### src/rtl/core/lrups_pkg.sv
// Shared types and constants for the LRU page replacement stack unit.
// Depends on nothing; imported by every module of the block.
package lrups_pkg;

   localparam int PAGE_W         = 8;
   localparam int COUNT_W        = 16;
   localparam int OCC_W          = 5;
   localparam int CFG_W          = 5;
   localparam int DEF_MAX_FRAMES = 16;
   localparam int RESET_FRAMES   = 3;

   localparam logic [COUNT_W-1:0] COUNT_ONE = COUNT_W'(1);
   localparam logic [COUNT_W-1:0] COUNT_MAX = {COUNT_W{1'b1}};

   // Command from the handshake logic to the stack.
   typedef struct packed {
      logic              step;
      logic              clear;
      logic [PAGE_W-1:0] page;
   } lrups_cmd_type;

   // Per-transaction control broadcast to every cell of the row.
   typedef struct packed {
      logic               step;
      logic               hit;
      logic               full_miss;
      logic               room_miss;
      logic [PAGE_W-1:0]  page;
      logic [COUNT_W-1:0] new_count;
   } lrups_cell_ctrl_type;

   // Result of one reference, as it goes to the output register.
   typedef struct packed {
      logic               hit;
      logic               evicted;
      logic [PAGE_W-1:0]  evicted_page;
      logic [COUNT_W-1:0] use_count;
      logic [OCC_W-1:0]   occupied;
   } lrups_result_type;

endpackage

### src/rtl/core/lrups_cell.sv
// One slot of the LRU stack: a page number and its use count.
// Depends on lrups_pkg; instantiated in a row by lrups_stack.
module lrups_cell
   import lrups_pkg::*;
#(
   parameter int INDEX  = 0,
   parameter int FILL_W = 5
) (
   input  logic                clock,
   input  lrups_cell_ctrl_type ctrl,
   input  logic [FILL_W-1:0]   fill,
   input  logic                above_in,
   output logic                above_out,
   output logic                match,
   input  logic [PAGE_W-1:0]   upper_page,
   input  logic [COUNT_W-1:0]  upper_count,
   output logic [PAGE_W-1:0]   page_out,
   output logic [COUNT_W-1:0]  count_out
);

   localparam logic [FILL_W-1:0] SLOT    = FILL_W'(INDEX);
   localparam logic [FILL_W-1:0] SLOT_P1 = FILL_W'(INDEX + 1);

   logic [PAGE_W-1:0]  page_ff;
   logic [PAGE_W-1:0]  page_in;
   logic [COUNT_W-1:0] count_ff;
   logic [COUNT_W-1:0] count_in;
   logic               filled;
   logic               is_top;
   logic               is_next;
   logic               shift;
   logic               load;

   // Position of this slot relative to the filled part of the stack.
   assign filled  = SLOT < fill;
   assign is_top  = fill == SLOT_P1;
   assign is_next = fill == SLOT;

   // A filled slot matching the page starts the shifting region above it.
   assign match     = filled && (page_ff == ctrl.page);
   assign above_out = above_in | match;

   // Slots at or above the hit (or all on eviction) take their upper neighbor.
   assign shift = ctrl.step && above_out && filled && !is_top;
   assign load  = ctrl.step && ((is_top && (ctrl.hit || ctrl.full_miss)) ||
                                (is_next && ctrl.room_miss));

   always_comb begin
      page_in  = page_ff;
      count_in = count_ff;
      if (load) begin
         page_in  = ctrl.page;
         count_in = ctrl.new_count;
      end else if (shift) begin
         page_in  = upper_page;
         count_in = upper_count;
      end
   end

   always_ff @(posedge clock) begin
      page_ff  <= page_in;
      count_ff <= count_in;
   end

   assign page_out  = page_ff;
   assign count_out = count_ff;

endmodule

### src/rtl/core/lrups_stack.sv
// Row of LRU cells with the fill counter and the hit/eviction decision.
// Depends on lrups_pkg and lrups_cell; instantiated by the top level.
module lrups_stack
   import lrups_pkg::*;
#(
   parameter int MAX_FRAMES = DEF_MAX_FRAMES,
   parameter int FILL_W     = $clog2(MAX_FRAMES + 1)
) (
   input  logic              clock,
   input  logic              reset,
   input  lrups_cmd_type     cmd,
   input  logic [FILL_W-1:0] frames,
   output lrups_result_type  result
);

   logic [FILL_W-1:0]     fill_ff;
   logic [FILL_W-1:0]     fill_in;
   logic [FILL_W-1:0]     fill_after;
   lrups_cell_ctrl_type   ctrl;
   logic [MAX_FRAMES:0]   above;
   logic [MAX_FRAMES-1:0] match;
   logic [PAGE_W-1:0]     pages  [MAX_FRAMES+1];
   logic [COUNT_W-1:0]    counts [MAX_FRAMES+1];
   logic                  any_hit;
   logic                  has_room;
   logic [COUNT_W-1:0]    hit_count;

   // The slot above the last one feeds nothing useful into the row.
   assign pages[MAX_FRAMES]  = '0;
   assign counts[MAX_FRAMES] = '0;

   // Eviction shifts the whole filled part, so it seeds the chain at the bottom.
   assign above[0] = ctrl.full_miss;

   for (genvar j = 0; j < MAX_FRAMES; j++) begin : g_cell
      lrups_cell #(
         .INDEX  (j),
         .FILL_W (FILL_W)
      ) u_cell (
         .clock       (clock),
         .ctrl        (ctrl),
         .fill        (fill_ff),
         .above_in    (above[j]),
         .above_out   (above[j+1]),
         .match       (match[j]),
         .upper_page  (pages[j+1]),
         .upper_count (counts[j+1]),
         .page_out    (pages[j]),
         .count_out   (counts[j])
      );
   end

   // Resident pages are unique, so at most one cell matches.
   always_comb begin
      hit_count = '0;
      for (int j = 0; j < MAX_FRAMES; j++) begin
         hit_count = hit_count | (match[j] ? counts[j] : '0);
      end
   end

   assign any_hit  = |match;
   assign has_room = fill_ff < frames;

   // Control broadcast to the row for this transaction.
   always_comb begin
      ctrl.step      = cmd.step;
      ctrl.hit       = any_hit;
      ctrl.full_miss = !any_hit && !has_room;
      ctrl.room_miss = !any_hit && has_room;
      ctrl.page      = cmd.page;
      ctrl.new_count = COUNT_ONE;
      if (any_hit) begin
         ctrl.new_count = (hit_count == COUNT_MAX) ? hit_count : hit_count + COUNT_ONE;
      end
   end

   // Fill level: a miss with free room appends, a frame count write empties.
   assign fill_after = ctrl.room_miss ? fill_ff + FILL_W'(1) : fill_ff;

   always_comb begin
      fill_in = fill_ff;
      if (cmd.clear) begin
         fill_in = '0;
      end else if (cmd.step) begin
         fill_in = fill_after;
      end
   end

   always_ff @(posedge clock) begin
      if (reset) begin
         fill_ff <= '0;
      end else begin
         fill_ff <= fill_in;
      end
   end

   // Result of the reference being accepted now.
   always_comb begin
      result.hit          = any_hit;
      result.evicted      = ctrl.full_miss;
      result.evicted_page = ctrl.full_miss ? pages[0] : '0;
      result.use_count    = ctrl.new_count;
      result.occupied     = OCC_W'(fill_after);
   end

endmodule

### src/rtl/core/lru_page_replacement_stack_unit.sv
// Top level of the LRU page replacement stack unit: handshakes, frame count
// register and result register. Depends on lrups_pkg and lrups_stack.
//
//  Channel | Direction | Handshake           | Payload
//  req     | in        | req_valid/req_stall | req_page_number
//  rsp     | out       | rsp_valid/rsp_stall | rsp_hit, rsp_evicted, rsp_evicted_page,
//          |           |                     | rsp_use_count, rsp_occupied
//  csr     | in        | csr_valid/csr_ready | csr_active_frames
//
// One reference is taken per cycle while req_stall is low; its result appears in the
// output register on the next cycle. The whole decision (search, shift and load of
// the cell row) is done in the cycle of acceptance. The input stalls only while a
// result waits and the output side stalls too. After reset the table is empty and
// three frames are in use.
module lru_page_replacement_stack_unit
   import lrups_pkg::*;
#(
   parameter int MAX_FRAMES = DEF_MAX_FRAMES
) (
   input  logic               clock,
   input  logic               reset,
   input  logic               req_valid,
   output logic               req_stall,
   input  logic [PAGE_W-1:0]  req_page_number,
   output logic               rsp_valid,
   input  logic               rsp_stall,
   output logic               rsp_hit,
   output logic               rsp_evicted,
   output logic [PAGE_W-1:0]  rsp_evicted_page,
   output logic [COUNT_W-1:0] rsp_use_count,
   output logic [OCC_W-1:0]   rsp_occupied,
   input  logic               csr_valid,
   output logic               csr_ready,
   input  logic [CFG_W-1:0]   csr_active_frames
);

   localparam int FILL_W = $clog2(MAX_FRAMES + 1);
   localparam int CMP_W  = (CFG_W > FILL_W) ? CFG_W : FILL_W;
   localparam logic [FILL_W-1:0] RESET_FRAMES_USED =
      FILL_W'((RESET_FRAMES > MAX_FRAMES) ? MAX_FRAMES : RESET_FRAMES);

   logic              rsp_valid_ff;
   logic              rsp_valid_in;
   lrups_result_type  rsp_result_ff;
   lrups_result_type  result;
   logic [FILL_W-1:0] frames_ff;
   logic [FILL_W-1:0] frames_in;
   logic [CMP_W-1:0]  cfg_ext;
   logic              req_accept;
   logic              csr_write;
   lrups_cmd_type     cmd;

   // Handshakes: the output register frees itself when it is taken.
   assign req_stall  = rsp_valid_ff && rsp_stall;
   assign req_accept = req_valid && !req_stall;
   assign csr_ready  = 1'b1;
   assign csr_write  = csr_valid && csr_ready;

   // Clamp the written frame count to 1..MAX_FRAMES.
   assign cfg_ext = CMP_W'(csr_active_frames);

   always_comb begin
      frames_in = frames_ff;
      if (csr_write) begin
         if (cfg_ext == '0) begin
            frames_in = FILL_W'(1);
         end else if (cfg_ext > CMP_W'(MAX_FRAMES)) begin
            frames_in = FILL_W'(MAX_FRAMES);
         end else begin
            frames_in = FILL_W'(cfg_ext);
         end
      end
   end

   // Stack command for this cycle.
   always_comb begin
      cmd.step  = req_accept;
      cmd.clear = csr_write;
      cmd.page  = req_page_number;
   end

   lrups_stack #(
      .MAX_FRAMES (MAX_FRAMES),
      .FILL_W     (FILL_W)
   ) u_stack (
      .clock  (clock),
      .reset  (reset),
      .cmd    (cmd),
      .frames (frames_ff),
      .result (result)
   );

   // Output register valid: set on a new transaction, cleared when taken.
   always_comb begin
      rsp_valid_in = rsp_valid_ff;
      if (req_accept) begin
         rsp_valid_in = 1'b1;
      end else if (!rsp_stall) begin
         rsp_valid_in = 1'b0;
      end
   end

   always_ff @(posedge clock) begin
      if (reset) begin
         rsp_valid_ff <= 1'b0;
         frames_ff    <= RESET_FRAMES_USED;
      end else begin
         rsp_valid_ff <= rsp_valid_in;
         frames_ff    <= frames_in;
      end
   end

   // Result payload is captured with each accepted transaction.
   always_ff @(posedge clock) begin
      if (req_accept) begin
         rsp_result_ff <= result;
      end
   end

   assign rsp_valid        = rsp_valid_ff;
   assign rsp_hit          = rsp_result_ff.hit;
   assign rsp_evicted      = rsp_result_ff.evicted;
   assign rsp_evicted_page = rsp_result_ff.evicted_page;
   assign rsp_use_count    = rsp_result_ff.use_count;
   assign rsp_occupied     = rsp_result_ff.occupied;

endmodule

### config.mk
export PLATFORM = sky130hd
export DESIGN_NAME = lru_page_replacement_stack_unit
export DESIGN_NICKNAME = d
export VERILOG_FILES = /design/src/rtl/core/lrups_pkg.sv /design/src/rtl/core/lrups_cell.sv /design/src/rtl/core/lrups_stack.sv /design/src/rtl/core/lru_page_replacement_stack_unit.sv
export SDC_FILE = /design/constraint.sdc
export NUM_CORES = 1
export LEC_CHECK = 0
export BUFFER_PORTS_ARGS = -buffer_cell sky130_fd_sc_hd__buf_2
export CORE_MARGIN = 2
export CORE_UTILIZATION = 39
export DETAILED_ROUTE_END_ITERATION = 16
export GPL_TIMING_DRIVEN = 1
export SYNTH_ARGS = -nofsm -noshare
export SYNTH_HDL_FRONTEND = slang
export SYNTH_SLANG_ARGS = --single-unit
### constraint.sdc
create_clock -name clock -period 7.15 [get_ports clock]
set_input_delay 1.0725 -clock clock [delete_from_list [all_inputs] [get_ports clock]]
set_output_delay 1.0725 -clock clock [all_outputs]
set_load 0.005 [all_outputs]
==> impl_metrics.tcl <==
set metrics [dict create \
    antenna_violations_before_repair 0 \
    cts_post_setup_buffers_inserted 0 \
    nets 1977 \
    synth_compound_area_frac 0.1077 \
    final-seq-area_mm2 0.01268 \
    synth_most_common_cell "nand2_1" \
    detailroute.via_count 16070 \
    finalWeightedCongestion 0.9501 \
    synth.ff_latch_count 426 \
    design.portCount 52 \
    placementRows 87 \
    synth_edf_count 415 \
    synthFlopType "edfxtp_1" \
    floorplan.die.height_um 241.5 \
    cts_resized 0 \
    post_route_cells_drive_above_1_share 0.1730 \
    fmax_mhz 163.5 \
    core-area_mm2 0.05606 \
    tightestPinTransition_ns 1.305 \
    routed_wire_length_um 69820 \
    starting_density_of_the_core 0.3925 \
    postSynth.asyncResetShare 0 \
    ir_drop_mv 0.1628 \
    cts_inserted_buffers 47 \
    maxSlewHeadroom 0.1299 \
    power_per_cell_area_mw_per_mm2 217.5 \
    grt_first_pass_wirelength_um 102900 \
    grt_max_degree 41 \
    p_int_mw 4.165 \
    post_synthesis_average_cell_area_um2 11.36 \
    antenna_cells 0 \
    avgViaCountPerCell 5.856 \
    cts.sink_count 426 \
    synth.lib_cells_used.distinct 77 \
    drc 0 \
    hpwlAfterDp_um 46380 \
    ctsHoldBuffers 0 \
    critical_path_peak_fanout 32 \
    multiInputGateArea_mm2 0.008521 \
    groute.usage.overall 0.2343 \
    floorplan.die_area_mm2 0.05834 \
    clk_root_buffer_cell "clkbuf_16" \
    ys_seq_area_frac 0.5763 \
    power.total_mw 5.332 \
    synth_xor_xnor_area_share 0.05612 \
    muxShareOfSynthArea 0.06493 \
    met3_wirelength_um 7540 \
    power.clock.fraction 0.448 \
    yosysWarningCount 0 \
    i_o_buffers 50 \
    syn_nets 1963 \
    arithmetic_cell_share_of_the_synthesized_area_counting_full_adders_half_adders_and_majority_gates 0.004549 \
    yosys.area.top_type_share 0.5663 \
    clock-skew-final_ns 0.01453 \
    cts_tree "done" \
    min_path_type "reg2reg" \
    netlist_area_mm2 0.02200 \
    timing.critical_path.to_type "register" \
    power_switching_share 0.2188 \
    yosys.area.top_type "edfxtp_1" \
    cp.required_ns 7.59 \
    combPwrFrac 0.036 \
    clkSlewWorstSetupHoldPaths_ns 0.06 \
    drv_cap 0 \
    die_width_um 241.5 \
    routed_length_on_met1_um 27510 \
    clk-insertion-delay-late_ns 0.59 \
    finalSetupTns_ns 0 \
    wl_met2_um 32140 \
    seq_power_share 0.516 \
    rsz0062_at_grt "no" \
    fill_cells 5212 \
    report.final.slew_viol_count 0 \
    syn_inst 1937 \
    number_of_global_route_vias_before_repair 15770 \
    post_synth_top_cells "453 x nand2_1, 415 x edfxtp_1, 118 x o21ai_0" \
    max-clock-path-buffers 3 \
    area_delta_synth_final_pct 11.39 \
    tcrit_tclk_final 0.8554 \
    clock_tree.htree_level_count 2 \
    grt.overflow.total 0 \
    drt-initial-drc-count 2228 \
    setup_viol 0 \
    switchingPower_mw 1.167 \
    route.detailed.wl_per_inst_um 25.44 \
    report.final.hold_viol_count 0 \
    combinational_family_with_the_most_area_after_synthesis "simple AND/OR/NAND/NOR gates" \
    criticalPathCategory "in2reg" \
    p_leak_nw 8.796 \
    outcome "completed" \
    post_synth_main_area_contributors "edfxtp_1 57%, nand2_1 7.7%, mux2_2 5.7%" \
    synthSimpleGateAreaFrac 0.1486 \
    critical_path_arrival_ns 6.56 \
    startpoint_type "input pin" \
    drt.antenna.violating_nets 0 \
    routed.top_layer "met4" \
    drtPass1Iterations 7 \
    final.min_clock_period_ns 6.116 \
]
cell usage in the layout, fill, tap and decap left out, types with 25 or more instances in the layout:
cell type,synthesis,layout
edfxtp_1,415,415
o21ai_0,118,114
a22o_1,31,31
xor2_1,65,65
and2_1,25,25
nor2_1,55,54
inv_1,27,26
nand4_1,33,33
xnor2_1,76,76
clkbuf_16,0,49
buf_2,66,50
a22oi_1,56,56
nor3_1,26,26
mux2_2,111,111
buf_4,10,69
nand2_1,453,453
a221oi_1,31,31
path summary, 6_finish.rpt:
check | start | to | slack (ns) | depth (start not counted)
worst max-delay path | req_page_number[6] | u_stack.g_cell[15].u_cell.page_out[2] | 1.03 | 12
worst min-delay path | frames_ff[4] | frames_ff[4] | 0.51 | 2
worst max register to register | u_stack.fill_ff[4] | u_stack.g_cell[15].u_cell.page_out[2] | 1.21 | 12
worst min register to register | frames_ff[4] | frames_ff[4] | 0.51 | 2
metal layers:
metal | GRT usage | vias up
li1 | - | 7127
met1 | 0.3062 | 7815
met2 | 0.3747 | 941
met3 | 0.05849 | 186
met4 | 0.09043 | 0
met5 | 0 | -
area by class of cell:
type                       instances  area share
clock inverter                    25    0.006891
inverter                          28    0.004288
tap                              756     0.03859
timing repair buffer             119     0.03134
sequential                       426      0.5174
multi-input combinational       1329      0.3476
clock buffer                      61     0.05390
metrics by stage:
stage	cell area, µm²	hold WS [ns]	setup WS, ns	utilization	std cells
finish	24510	0.5097	1.034	0.4373	2744
global route	24510	0.5402	0.9120	0.4373	2744
CTS	24510	0.5170	1.048	0.4373	2744
detailed placement	23020	0.4969	0.4537	0.4107	2658
global placement	23020	0.4698	0.4896	0.4107	2658
floorplan	22000	0.4382	1.059	-	1937
power by group through the flow:
stage | clock network, mW | registers, mW | logic [mW]
2_1_floorplan | 0 | 2.80 | 0.128
3_3_place_gp | 0 | 2.80 | 0.186
3_5_place_dp | 0 | 2.80 | 0.189
4_1_cts | 2.43 | 2.75 | 0.190
5_1_grt | 2.52 | 2.75 | 0.206
6_report | 2.39 | 2.75 | 0.191
logic make-up after synthesis:
group / count (synthesis)
other: 1
XOR/XNOR: 141
AO/OA/AOI/OAI: 351
AND/OR/NAND/NOR: 702
flip-flops: 426
adder cells (fa/ha/maj): 8
buffers and inverters: 182
multiplexers: 126
worst max-delay path: stages:
cell and delay [ns]:
buf_2 0.59, xor2_1 0.15, nor4_1 0.67, and3_1 0.95, or4_1 0.29, or2_1 0.20, nor2_1 0.08, clkinv_1 0.26
o21ai_0 0.24, or4b_2 0.73, a21oi_1 1.04, and2_1 0.26
registers in the layout (all words and copies together) (netlist names):
register,count
rsp_occupied,5
rsp_valid,1
frames_ff,5
rsp_use_count,16
rsp_hit,1
rsp_evicted_page,8
u_stack.g_cell.u_cell.page_out,128
u_stack.g_cell.u_cell.count_out,256
u_stack.fill_ff,5
rsp_evicted,1
No activity file was read; power rests on OpenSTA's default activity.
